`src/hw/rtl/lsc_pkg.sv`:
```
// ============================================================================
// lsc_pkg: shared types and constants of the laser stripe centroid unit
// Pixel and center item layouts, fixed-point format, register indexes.
// ============================================================================
`default_nettype none

package lsc_pkg;

  // fixed-point format of the center: Q(COORD_BITS).(FRACTION_BITS)
  localparam int unsigned COORD_BITS    = 12;
  localparam int unsigned FRACTION_BITS = 8;
  localparam int unsigned CENTER_BITS   = COORD_BITS + FRACTION_BITS;
  localparam int unsigned PIXEL_BITS    = 8;
  localparam int unsigned CFG_BITS      = 8;
  localparam int unsigned WIDTH_BITS    = 8;
  localparam int unsigned WIDTH_SAT     = 255;

  // configuration port
  localparam int unsigned APB_ADDR_BITS = 3;
  localparam int unsigned APB_DATA_BITS = 32;
  localparam logic        REG_MIN_WIDTH = 1'b0;
  localparam logic        REG_MAX_WIDTH = 1'b1;
  localparam logic [CFG_BITS-1:0] MIN_WIDTH_RESET = 8'd0;
  localparam logic [CFG_BITS-1:0] MAX_WIDTH_RESET = 8'd255;

  typedef struct packed {
    logic [PIXEL_BITS-1:0] pixel_value;
    logic                  in_mask;
    logic [COORD_BITS-1:0] position;
    logic [COORD_BITS-1:0] line_number;
    logic                  first_in_line;
  } pixel_t;

  typedef struct packed {
    logic [CENTER_BITS-1:0] center_position;
    logic [COORD_BITS-1:0]  center_line;
    logic [WIDTH_BITS-1:0]  stripe_width;
  } center_t;

endpackage

`default_nettype wire

```
`src/hw/rtl/lsc_front.sv`:
```
// ============================================================================
// lsc_front: stripe tracker
// Accepts pixels, accumulates weight and moment of the open stripe, and
// pushes a division job when an unmasked pixel closes a valid stripe.
// ============================================================================
`default_nettype none

module lsc_front #(
  parameter int unsigned LEN_BITS = 9,
  parameter int unsigned JOB_BITS = 72
) (
  input  wire                                clk,
  input  wire                                rst,
  input  wire                                pixel_valid,
  output logic                               pixel_ready,
  input  wire lsc_pkg::pixel_t               pixel,
  input  wire [lsc_pkg::CFG_BITS-1:0]        min_width,
  input  wire [LEN_BITS-1:0]                 limit,
  output logic                               job_push,
  output logic [JOB_BITS-1:0]                job_data,
  input  wire                                job_full
);

  localparam int unsigned WSUM_BITS = LEN_BITS + lsc_pkg::PIXEL_BITS;
  localparam int unsigned MOM_BITS  = 2 * LEN_BITS + lsc_pkg::PIXEL_BITS;

  typedef enum logic [1:0] {
    RUN_OUTSIDE = 2'd0,
    RUN_INSIDE  = 2'd1,
    RUN_REJECT  = 2'd2
  } run_state_t;

  typedef struct packed {
    logic [MOM_BITS-1:0]            moment;
    logic [WSUM_BITS-1:0]           weight;
    logic [lsc_pkg::COORD_BITS-1:0] start;
    logic [lsc_pkg::COORD_BITS-1:0] line;
    logic [LEN_BITS-1:0]            len;
  } job_t;

  run_state_t                     state, state_next, eff;
  logic [LEN_BITS-1:0]            run_length, run_length_next, len_base, len_inc;
  logic [WSUM_BITS-1:0]           weight_sum, weight_sum_next, w_base;
  logic [MOM_BITS-1:0]            moment_sum, moment_sum_next, m_base;
  logic [lsc_pkg::COORD_BITS-1:0] stripe_start, stripe_start_next;
  logic [lsc_pkg::COORD_BITS-1:0] current_line, current_line_next;
  logic [WSUM_BITS-1:0]           product;
  logic                           start_new, emit, accept;
  job_t                           job;

  assign pixel_ready = !job_full;
  assign accept      = pixel_valid && pixel_ready;

  assign product = WSUM_BITS'(len_base) * WSUM_BITS'(pixel.pixel_value);
  assign len_inc = len_base + LEN_BITS'(1);

  always_comb begin
    eff       = pixel.first_in_line ? RUN_OUTSIDE : state;
    start_new = pixel.in_mask && (eff == RUN_OUTSIDE);
    len_base  = start_new ? '0 : run_length;
    w_base    = start_new ? '0 : weight_sum;
    m_base    = start_new ? '0 : moment_sum;

    state_next        = eff;
    run_length_next   = run_length;
    weight_sum_next   = weight_sum;
    moment_sum_next   = moment_sum;
    stripe_start_next = start_new ? pixel.position : stripe_start;
    current_line_next = start_new ? pixel.line_number : current_line;
    emit              = 1'b0;

    if (pixel.in_mask) begin
      if (eff != RUN_REJECT) begin
        run_length_next = len_inc;
        weight_sum_next = w_base + WSUM_BITS'(pixel.pixel_value);
        moment_sum_next = m_base + MOM_BITS'(product);
        state_next      = (len_inc > limit) ? RUN_REJECT : RUN_INSIDE;
      end
    end else begin
      state_next = RUN_OUTSIDE;
      emit       = (eff == RUN_INSIDE) && (16'(run_length) > 16'(min_width)) &&
                   (weight_sum != '0);
    end
  end

  always_comb begin
    job.moment = moment_sum;
    job.weight = weight_sum;
    job.start  = stripe_start;
    job.line   = current_line;
    job.len    = run_length;
  end

  assign job_push = accept && emit;
  assign job_data = job;

  always_ff @(posedge clk) begin
    if (rst) begin
      state        <= RUN_OUTSIDE;
      run_length   <= '0;
      weight_sum   <= '0;
      moment_sum   <= '0;
      stripe_start <= '0;
      current_line <= '0;
    end else if (accept) begin
      state        <= state_next;
      run_length   <= run_length_next;
      weight_sum   <= weight_sum_next;
      moment_sum   <= moment_sum_next;
      stripe_start <= stripe_start_next;
      current_line <= current_line_next;
    end
  end

  // a pushed job always has a usable divisor and a nonzero width
  a_job_nonzero: assert property (@(posedge clk) disable iff (rst)
    job_push |-> (weight_sum != '0) && (run_length != '0))
    else $error("job pushed with zero weight or width");

endmodule

`default_nettype wire

```
`src/hw/rtl/lsc_queue.sv`:
```
// ============================================================================
// lsc_queue: job queue
// Small register FIFO between the stripe tracker and the divider.
// ============================================================================
`default_nettype none

module lsc_queue #(
  parameter int unsigned WIDTH = 72,
  parameter int unsigned DEPTH = 4
) (
  input  wire              clk,
  input  wire              rst,
  input  wire              push,
  input  wire [WIDTH-1:0]  push_data,
  output logic             full,
  input  wire              pop,
  output logic             pop_valid,
  output logic [WIDTH-1:0] pop_data
);

  localparam int unsigned PTR_BITS = $clog2(DEPTH);
  localparam int unsigned CNT_BITS = $clog2(DEPTH + 1);

  logic [WIDTH-1:0]    slots [DEPTH];
  logic [PTR_BITS-1:0] wr_ptr, rd_ptr;
  logic [CNT_BITS-1:0] count;

  assign full      = (count == CNT_BITS'(DEPTH));
  assign pop_valid = (count != '0);
  assign pop_data  = slots[rd_ptr];

  always_ff @(posedge clk) begin
    if (push) begin
      slots[wr_ptr] <= push_data;
    end
  end

  always_ff @(posedge clk) begin
    if (rst) begin
      wr_ptr <= '0;
      rd_ptr <= '0;
      count  <= '0;
    end else begin
      if (push) begin
        wr_ptr <= (wr_ptr == PTR_BITS'(DEPTH - 1)) ? '0 : wr_ptr + PTR_BITS'(1);
      end
      if (pop) begin
        rd_ptr <= (rd_ptr == PTR_BITS'(DEPTH - 1)) ? '0 : rd_ptr + PTR_BITS'(1);
      end
      if (push && !pop) begin
        count <= count + CNT_BITS'(1);
      end else if (pop && !push) begin
        count <= count - CNT_BITS'(1);
      end
    end
  end

  a_no_overflow: assert property (@(posedge clk) disable iff (rst)
    push |-> !full || pop)
    else $error("push into full queue");

  a_no_underflow: assert property (@(posedge clk) disable iff (rst)
    pop |-> pop_valid)
    else $error("pop from empty queue");

endmodule

`default_nettype wire

```
`src/hw/rtl/lsc_back.sv`:
```
// ============================================================================
// lsc_back: centroid divider
// Restoring division of moment by weight, one quotient bit per cycle, then
// add the stripe start, saturate and hold the center in an output register.
// ============================================================================
`default_nettype none

module lsc_back #(
  parameter int unsigned LEN_BITS = 9,
  parameter int unsigned JOB_BITS = 72
) (
  input  wire                  clk,
  input  wire                  rst,
  input  wire                  job_valid,
  input  wire [JOB_BITS-1:0]   job_data,
  output logic                 job_pop,
  output logic                 center_valid,
  input  wire                  center_ready,
  output lsc_pkg::center_t     center
);

  localparam int unsigned F         = lsc_pkg::FRACTION_BITS;
  localparam int unsigned COORD     = lsc_pkg::COORD_BITS;
  localparam int unsigned WSUM_BITS = LEN_BITS + lsc_pkg::PIXEL_BITS;
  localparam int unsigned MOM_BITS  = 2 * LEN_BITS + lsc_pkg::PIXEL_BITS;
  localparam int unsigned QUO_BITS  = LEN_BITS + F;
  localparam int unsigned CNT_BITS  = $clog2(QUO_BITS);
  localparam int unsigned SUM_BITS  = ((COORD > LEN_BITS) ? COORD : LEN_BITS) + F + 1;
  localparam int unsigned CB        = lsc_pkg::CENTER_BITS;

  typedef enum logic [1:0] {
    DIV_IDLE = 2'd0,
    DIV_RUN  = 2'd1,
    DIV_DONE = 2'd2
  } div_state_t;

  typedef struct packed {
    logic [MOM_BITS-1:0]  moment;
    logic [WSUM_BITS-1:0] weight;
    logic [COORD-1:0]     start;
    logic [COORD-1:0]     line;
    logic [LEN_BITS-1:0]  len;
  } job_t;

  div_state_t           state;
  job_t                 job;
  logic [WSUM_BITS-1:0] rem, divisor;
  logic [QUO_BITS-1:0]  quo;
  logic [CNT_BITS-1:0]  count;
  logic [COORD-1:0]     start, line;
  logic [LEN_BITS-1:0]  len;
  logic [WSUM_BITS:0]   trial;
  logic                 take;
  logic [SUM_BITS-1:0]  sum;
  lsc_pkg::center_t     result;

  assign job     = job_data;
  assign job_pop = (state == DIV_IDLE) && job_valid;
  assign trial   = {rem, quo[QUO_BITS-1]};
  assign take    = (trial >= {1'b0, divisor});
  assign sum     = SUM_BITS'({start, {F{1'b0}}}) + SUM_BITS'(quo);

  always_comb begin
    result.center_position = (sum[SUM_BITS-1:CB] != '0) ? '1 : sum[CB-1:0];
    result.center_line     = line;
    result.stripe_width    = (16'(len) > 16'(lsc_pkg::WIDTH_SAT)) ? '1 :
                             lsc_pkg::WIDTH_BITS'(len);
  end

  always_ff @(posedge clk) begin
    if (rst) begin
      state        <= DIV_IDLE;
      center_valid <= 1'b0;
    end else begin
      // the done state reloads the output register itself
      if (center_valid && center_ready && (state != DIV_DONE)) begin
        center_valid <= 1'b0;
      end
      case (state)
        DIV_IDLE: begin
          if (job_valid) begin
            // quotient is known to fit QUO_BITS, so skip the leading steps
            rem     <= job.moment[MOM_BITS-1:LEN_BITS];
            quo     <= {job.moment[LEN_BITS-1:0], {F{1'b0}}};
            divisor <= job.weight;
            start   <= job.start;
            line    <= job.line;
            len     <= job.len;
            count   <= CNT_BITS'(QUO_BITS - 1);
            state   <= DIV_RUN;
          end
        end
        DIV_RUN: begin
          rem   <= take ? WSUM_BITS'(trial - {1'b0, divisor}) : trial[WSUM_BITS-1:0];
          quo   <= {quo[QUO_BITS-2:0], take};
          count <= count - CNT_BITS'(1);
          if (count == '0) begin
            state <= DIV_DONE;
          end
        end
        DIV_DONE: begin
          if (!center_valid || center_ready) begin
            center       <= result;
            center_valid <= 1'b1;
            state        <= DIV_IDLE;
          end
        end
        default: begin
          state <= DIV_IDLE;
        end
      endcase
    end
  end

  a_rem_bound: assert property (@(posedge clk) disable iff (rst)
    (state == DIV_RUN) |-> (rem < divisor))
    else $error("partial remainder not below divisor");

  a_load_from_done: assert property (@(posedge clk) disable iff (rst)
    $rose(center_valid) |-> $past(state == DIV_DONE))
    else $error("center loaded outside done state");

endmodule

`default_nettype wire

```
`src/hw/rtl/laser_stripe_centroid_unit.sv`:
```
// ============================================================================
// laser_stripe_centroid_unit: gray-gravity laser stripe center finder
// Finds runs of masked pixels along scan lines and emits each run's
// brightness-weighted center in unsigned Q12.8.
//
//   channel  | direction | handshake                    | payload
//   ---------+-----------+------------------------------+------------------
//   pixel    | in        | pixel_valid / pixel_ready    | lsc_pkg::pixel_t
//   center   | out       | center_valid / center_ready  | lsc_pkg::center_t
//   config   | in        | psel / penable / pwrite      | min_width, max_width
//
// Pixels are taken one per cycle whenever the job queue has room; the
// stripe tracker keeps its accumulators up to date with one multiply-add.
// Each emitted stripe occupies the divider through a load step, one step
// per quotient bit and a write of the output register, and the divider
// takes no new job until then. That serial divider sets the stripe rate.
// Reset is synchronous and clears all control state; no clearing pass.
// A stalled center output holds the divider after its current job; the
// queue then fills and pixel_ready drops until room frees up.
// ============================================================================
`default_nettype none

module laser_stripe_centroid_unit #(
  parameter int unsigned MAX_STRIPE  = 255,
  parameter int unsigned QUEUE_DEPTH = 4
) (
  input  wire                                clk,
  input  wire                                rst,
  // pixel stream
  input  wire                                pixel_valid,
  output logic                               pixel_ready,
  input  wire lsc_pkg::pixel_t               pixel,
  // center results
  output logic                               center_valid,
  input  wire                                center_ready,
  output lsc_pkg::center_t                   center,
  // configuration port
  input  wire                                psel,
  input  wire                                penable,
  input  wire                                pwrite,
  input  wire [lsc_pkg::APB_ADDR_BITS-1:0]   paddr,
  input  wire [lsc_pkg::APB_DATA_BITS-1:0]   pwdata,
  output logic [lsc_pkg::APB_DATA_BITS-1:0]  prdata,
  output logic                               pready
);

  // run length must reach one past the longest legal stripe
  localparam int unsigned LEN_BITS  = $clog2(MAX_STRIPE + 2);
  localparam int unsigned WSUM_BITS = LEN_BITS + lsc_pkg::PIXEL_BITS;
  localparam int unsigned MOM_BITS  = 2 * LEN_BITS + lsc_pkg::PIXEL_BITS;
  localparam int unsigned JOB_BITS  = MOM_BITS + WSUM_BITS + 2 * lsc_pkg::COORD_BITS +
                                      LEN_BITS;

  logic [lsc_pkg::CFG_BITS-1:0] min_width, max_width;
  logic [LEN_BITS-1:0]          limit;
  logic                         cfg_write;

  logic                q_push, q_full, q_pop, q_valid;
  logic [JOB_BITS-1:0] q_in, q_out;

  // --------------------------------------------------------------------------
  // Configuration registers: always ready, write on the access phase.
  // --------------------------------------------------------------------------
  assign pready    = 1'b1;
  assign cfg_write = psel && penable && pwrite;

  always_ff @(posedge clk) begin
    if (rst) begin
      min_width <= lsc_pkg::MIN_WIDTH_RESET;
      max_width <= lsc_pkg::MAX_WIDTH_RESET;
    end else if (cfg_write) begin
      case (paddr[2])
        lsc_pkg::REG_MIN_WIDTH: min_width <= pwdata[lsc_pkg::CFG_BITS-1:0];
        lsc_pkg::REG_MAX_WIDTH: max_width <= pwdata[lsc_pkg::CFG_BITS-1:0];
        default: begin
        end
      endcase
    end
  end

  always_comb begin
    case (paddr[2])
      lsc_pkg::REG_MIN_WIDTH: prdata = lsc_pkg::APB_DATA_BITS'(min_width);
      lsc_pkg::REG_MAX_WIDTH: prdata = lsc_pkg::APB_DATA_BITS'(max_width);
      default:                prdata = '0;
    endcase
  end

  // Reject threshold: the smaller of max_width and the build-time limit.
  assign limit = (32'(max_width) < 32'(MAX_STRIPE)) ? LEN_BITS'(max_width) :
                 LEN_BITS'(MAX_STRIPE);

  // --------------------------------------------------------------------------
  // Front: track stripes and push finished ones as division jobs.
  // --------------------------------------------------------------------------
  lsc_front #(
    .LEN_BITS (LEN_BITS),
    .JOB_BITS (JOB_BITS)
  ) u_front (
    .clk         (clk),
    .rst         (rst),
    .pixel_valid (pixel_valid),
    .pixel_ready (pixel_ready),
    .pixel       (pixel),
    .min_width   (min_width),
    .limit       (limit),
    .job_push    (q_push),
    .job_data    (q_in),
    .job_full    (q_full)
  );

  // --------------------------------------------------------------------------
  // Queue: decouple the pixel side from the divider.
  // --------------------------------------------------------------------------
  lsc_queue #(
    .WIDTH (JOB_BITS),
    .DEPTH (QUEUE_DEPTH)
  ) u_queue (
    .clk       (clk),
    .rst       (rst),
    .push      (q_push),
    .push_data (q_in),
    .full      (q_full),
    .pop       (q_pop),
    .pop_valid (q_valid),
    .pop_data  (q_out)
  );

  // --------------------------------------------------------------------------
  // Back: divide, add the stripe start, saturate, hold the result.
  // --------------------------------------------------------------------------
  lsc_back #(
    .LEN_BITS (LEN_BITS),
    .JOB_BITS (JOB_BITS)
  ) u_back (
    .clk          (clk),
    .rst          (rst),
    .job_valid    (q_valid),
    .job_data     (q_out),
    .job_pop      (q_pop),
    .center_valid (center_valid),
    .center_ready (center_ready),
    .center       (center)
  );

endmodule

`default_nettype wire

```
`config.mk`:
```
export PLATFORM = sky130hd
export DESIGN_NAME = laser_stripe_centroid_unit
export DESIGN_NICKNAME = d
export VERILOG_FILES = /design/src/hw/rtl/lsc_pkg.sv /design/src/hw/rtl/lsc_front.sv /design/src/hw/rtl/lsc_queue.sv /design/src/hw/rtl/lsc_back.sv /design/src/hw/rtl/laser_stripe_centroid_unit.sv
export SDC_FILE = /design/constraint.sdc
export NUM_CORES = 1
export LEC_CHECK = 0
export ABC_CLOCK_PERIOD_IN_PS = 6880
export BUFFER_PORTS_ARGS = -buffer_cell sky130_fd_sc_hd__buf_4
export CORE_MARGIN = 8
export CORE_UTILIZATION = 45
export DETAILED_ROUTE_END_ITERATION = 8
export GPL_ROUTABILITY_DRIVEN = 0
export HOLD_SLACK_MARGIN = 0.03
export PLACE_DENSITY = 0.65
export SLEW_MARGIN = 20
export SYNTH_ARGS = -nofsm -noshare
export SYNTH_HDL_FRONTEND = slang
export SYNTH_SLANG_ARGS = --single-unit
```
`constraint.sdc`:
```
create_clock -name clk -period 6.88 [get_ports clk]
set_input_delay 0.344 -clock clk [delete_from_list [all_inputs] [get_ports clk]]
set_output_delay 0.344 -clock clk [all_outputs]
set_load 0.005 [all_outputs]
```
==> impl_results.md <==
- Area of the mapped netlist: 0.0255 mm²
- Row count: 87
- Initial antenna violation count: 0
- VDD IR max: 0.228 mV
- Fraction of layout cells with a size suffix above 1: 15.9%
- Antenna Nets Post-Route: 0
- Area growth, synth to finish: 14.1%
- Reg2reg path depth: 20
- Hold Path Stages: 3
- Critical Path RT: 7.38 ns
- Post-Synthesis Cells: 1,921
- Post-synth EDFFs: 433
- Crit. End Element: register
- Final worst path period share: 83.3%
- Die ar.: 0.0644 mm²
- RSZ-0062 raised after global routing: no
- Critical path peak fanout: 105
- Clock sink count: 539
- First-pass GRT wire length: 86,900 µm
- CTS tree: built
- Post-synth cell types: 80
- Clock slew at reported path FFs: 0.06 ns
- Final TNS setup: 0 ns
- Worst-Skew Late Latency: 0.63 ns
- Chip Height: 254 µm
- Die span in x: 254 µm
- CP startpoint kind: register
- Final HPWL DP: 35,100 µm
- Ant diodes: 0
- Final-report hold violation count: 0
- Routed len/inst: 19.0 µm
- Starting Density: 45.3%
- Core ar.: 0.0562 mm²
- Status: completed
- Number of port buffers: 99
- Ys flop type: edfxtp_1
- Max_cap viols: 0
- Static leakage: 11.0 nW
- Fmax: 174 MHz
- Vias in the first global route: 15,900
- CP Data Arrival Time: 6.23 ns
- Slew Limit Fails: 0
- Slew HR: 33.5%
- Dpl ws: 1.11 ns
- CTS Buf Count: 53
- Number of I/O pins: 151
- 1st-pass router iterations: 5
- Largest net degree at the start of global routing: 106
- Worst-Margin Slew: 0.993 ns
- Wirelength, routed: 53,900 µm
- Final Net Count: 2,275
- Crit path kind: register to register
- Post-synthesis async set-or-reset flop share: 0%
- Mean post-synth cell area: 13.2 µm²
- Vias: 15,300
- Synth warn: 0
- Total GRT Usage: 16.9%
- Final-report setup violation count: 0
- Power Dens Cells: 320 mW/mm²
- Iter 0 DRT Violations: 1,032
- Final worst path period need: 5.73 ns
- Worst Skew: 0.0508 ns
- Via density: 5.40
- Longest Clk Path Bufs: 3
- HP Class: primary input to register
- DRC viols: 0
- Synth Register Bits: 539
- Depth of the CTS H-tree: 2
- Total global routing overflow: 0
- Cells resized by post-CTS repair: 0
- CTS root buffer: clkbuf_16
- Final setup margin: 1.15 ns
- Register area share after synthesis: 59.4%
-- where the power goes --
part	switching [W]	internal [W]	total (W)
registers	0.000232	0.00390	0.00414
logic	0.00118	0.000956	0.00214
clock network	0.00127	0.00174	0.00301
total	0.00269	0.00660	0.00928
-- registers in the layout, indices dropped and copies added, names as in the netlist, 17 cells and up, named ones only --
| register | flops |
|---|---|
| u_back.center | 40 |
| u_back.divisor | 17 |
| u_back.quo | 17 |
| u_back.rem | 17 |
| u_front.moment_sum | 26 |
| u_front.weight_sum | 17 |
| u_queue.slots | 304 |
-- synth_stat cells, types with 6 or more instances --
library cell    n  area (µm²)
buf_1          10        37.5
mux4_2         76        1710
ha_1          100        1250
nor2_1         83         312
inv_1         142         533
o21a_1         19         143
a21o_1         14         105
xnor2_1        22         193
xor2_1         18         158
nand2_2         6        37.5
buf_4          26         195
and3_1         58         363
mux2i_1        15         150
buf_6           7        78.8
and2_1         31         194
clkbuf_1       59         221
dfxtp_1       106        2120
a211oi_1       11        82.6
nand2_1       218         818
nor2b_1        10        62.6
or2_2          10        62.6
nand2b_1       16         100
nor3_1         24         120
o21ai_0        37         185
a31oi_1        10        62.6
nand4_1        15        93.8
edfxtp_1      433       13000
o21ai_1        25         125
nand3_1        38         190
nor4_1         11        68.8
a21oi_1        97         485
fa_1           61        1220
buf_2          11        55.1
o211ai_1       16         120
-- repair_timing --
action / 4_1_cts / 5_1_grt
endpoints found under the hold margin: 40 / 0
setup buffers: 0 / 0
hold buffers: 32 / 0
-- path summary, 6_finish.rpt --
kind	from	end	slack, ns
setup reg to reg	u_front.state[1]$_SDFFE_PP0P_	u_front.moment_sum[25]$_SDFFE_PP0P_	1.15
setup / recovery	u_front.state[1]$_SDFFE_PP0P_	u_front.moment_sum[25]$_SDFFE_PP0P_	1.15
hold / removal	pixel[25]	u_front.state[0]$_SDFFE_PP0P_	0.11
hold reg to reg	u_back.line[5]$_DFFE_PP_	u_back.center[13]$_DFFE_PP_	0.42
-- worst max-delay path, stage by stage (launching register included) --
cell	delay (ns)
dfxtp_1	0.37
nor2_1	0.10
o21ai_4	0.16
buf_12	0.35
and2_1	0.29
nand2_1	0.11
fa_1	0.49
fa_1	0.54
inv_1	0.06
fa_1	0.52
inv_1	0.05
fa_1	0.53
inv_1	0.04
ha_1	0.35
and4_1	0.22
o21ai_1	0.12
a41oi_1	0.21
o2111ai_1	0.37
nand2_1	0.24
nand4_1	0.18
mux2_2	0.34
-- layout by cell type, fill, tap and decap left out, drive strengths merged, types with 58 or more instances in the layout --
cell / n
fa: 61
clkbuf: 68
buf: 120
edfxtp: 433
dfxtp: 106
ha: 100
nor2: 83
and3: 58
o21ai: 67
a21oi: 97
mux4: 76
inv: 146
nand2: 224
-- stage by stage --
step / hold slack (ns) / power (W) / instances / instance area (µm²) / util [%]
final: 0.106 / 0.00928 / 2839 / 29000 / 51.7
after global routing: 0.0852 / 0.00976 / 2839 / 29000 / 51.7
after CTS: 0.0581 / 0.00937 / 2838 / 29000 / 51.7
after detailed placement: 0.405 / 0.00634 / 2706 / 26900 / 47.8
after global placement: 0.403 / 0.00628 / 2706 / 26900 / 47.8
after floorplan: 0.400 / 0.00581 / 1944 / 25500 / -
-- cell families (layout without fill, tap and decap cells) --
kind of cell    after synthesis  count (layout)  synth area share [%]
xor+xnor                     40              40                  1.38
compound gates              276             276                  6.94
other cells                   2              25                0.0295
fa+ha+maj                   161             161                  9.71
mux                          96              96                  7.54
flops                       539             539                  59.4
buf+inv                     256             395                  4.42
simple gates                551             551                  10.6
-- metal layers --
metal  routed length, µm  track usage [%]
met5                   0                0
met4                 948             4.30
met3                2770             2.28
met2               25900             28.3
met1               24300             23.1
-- final cells by class --
cell class	count	area (µm²)
clock inverters	32	392
clock buffers	68	1450
inverters	143	537
well taps	756	946
flip-flops and latches	539	15100
repair buffers	152	1240
fillers	4747	27100
multi-input cells	1149	9340
Power figures use the tool's default switching activity.
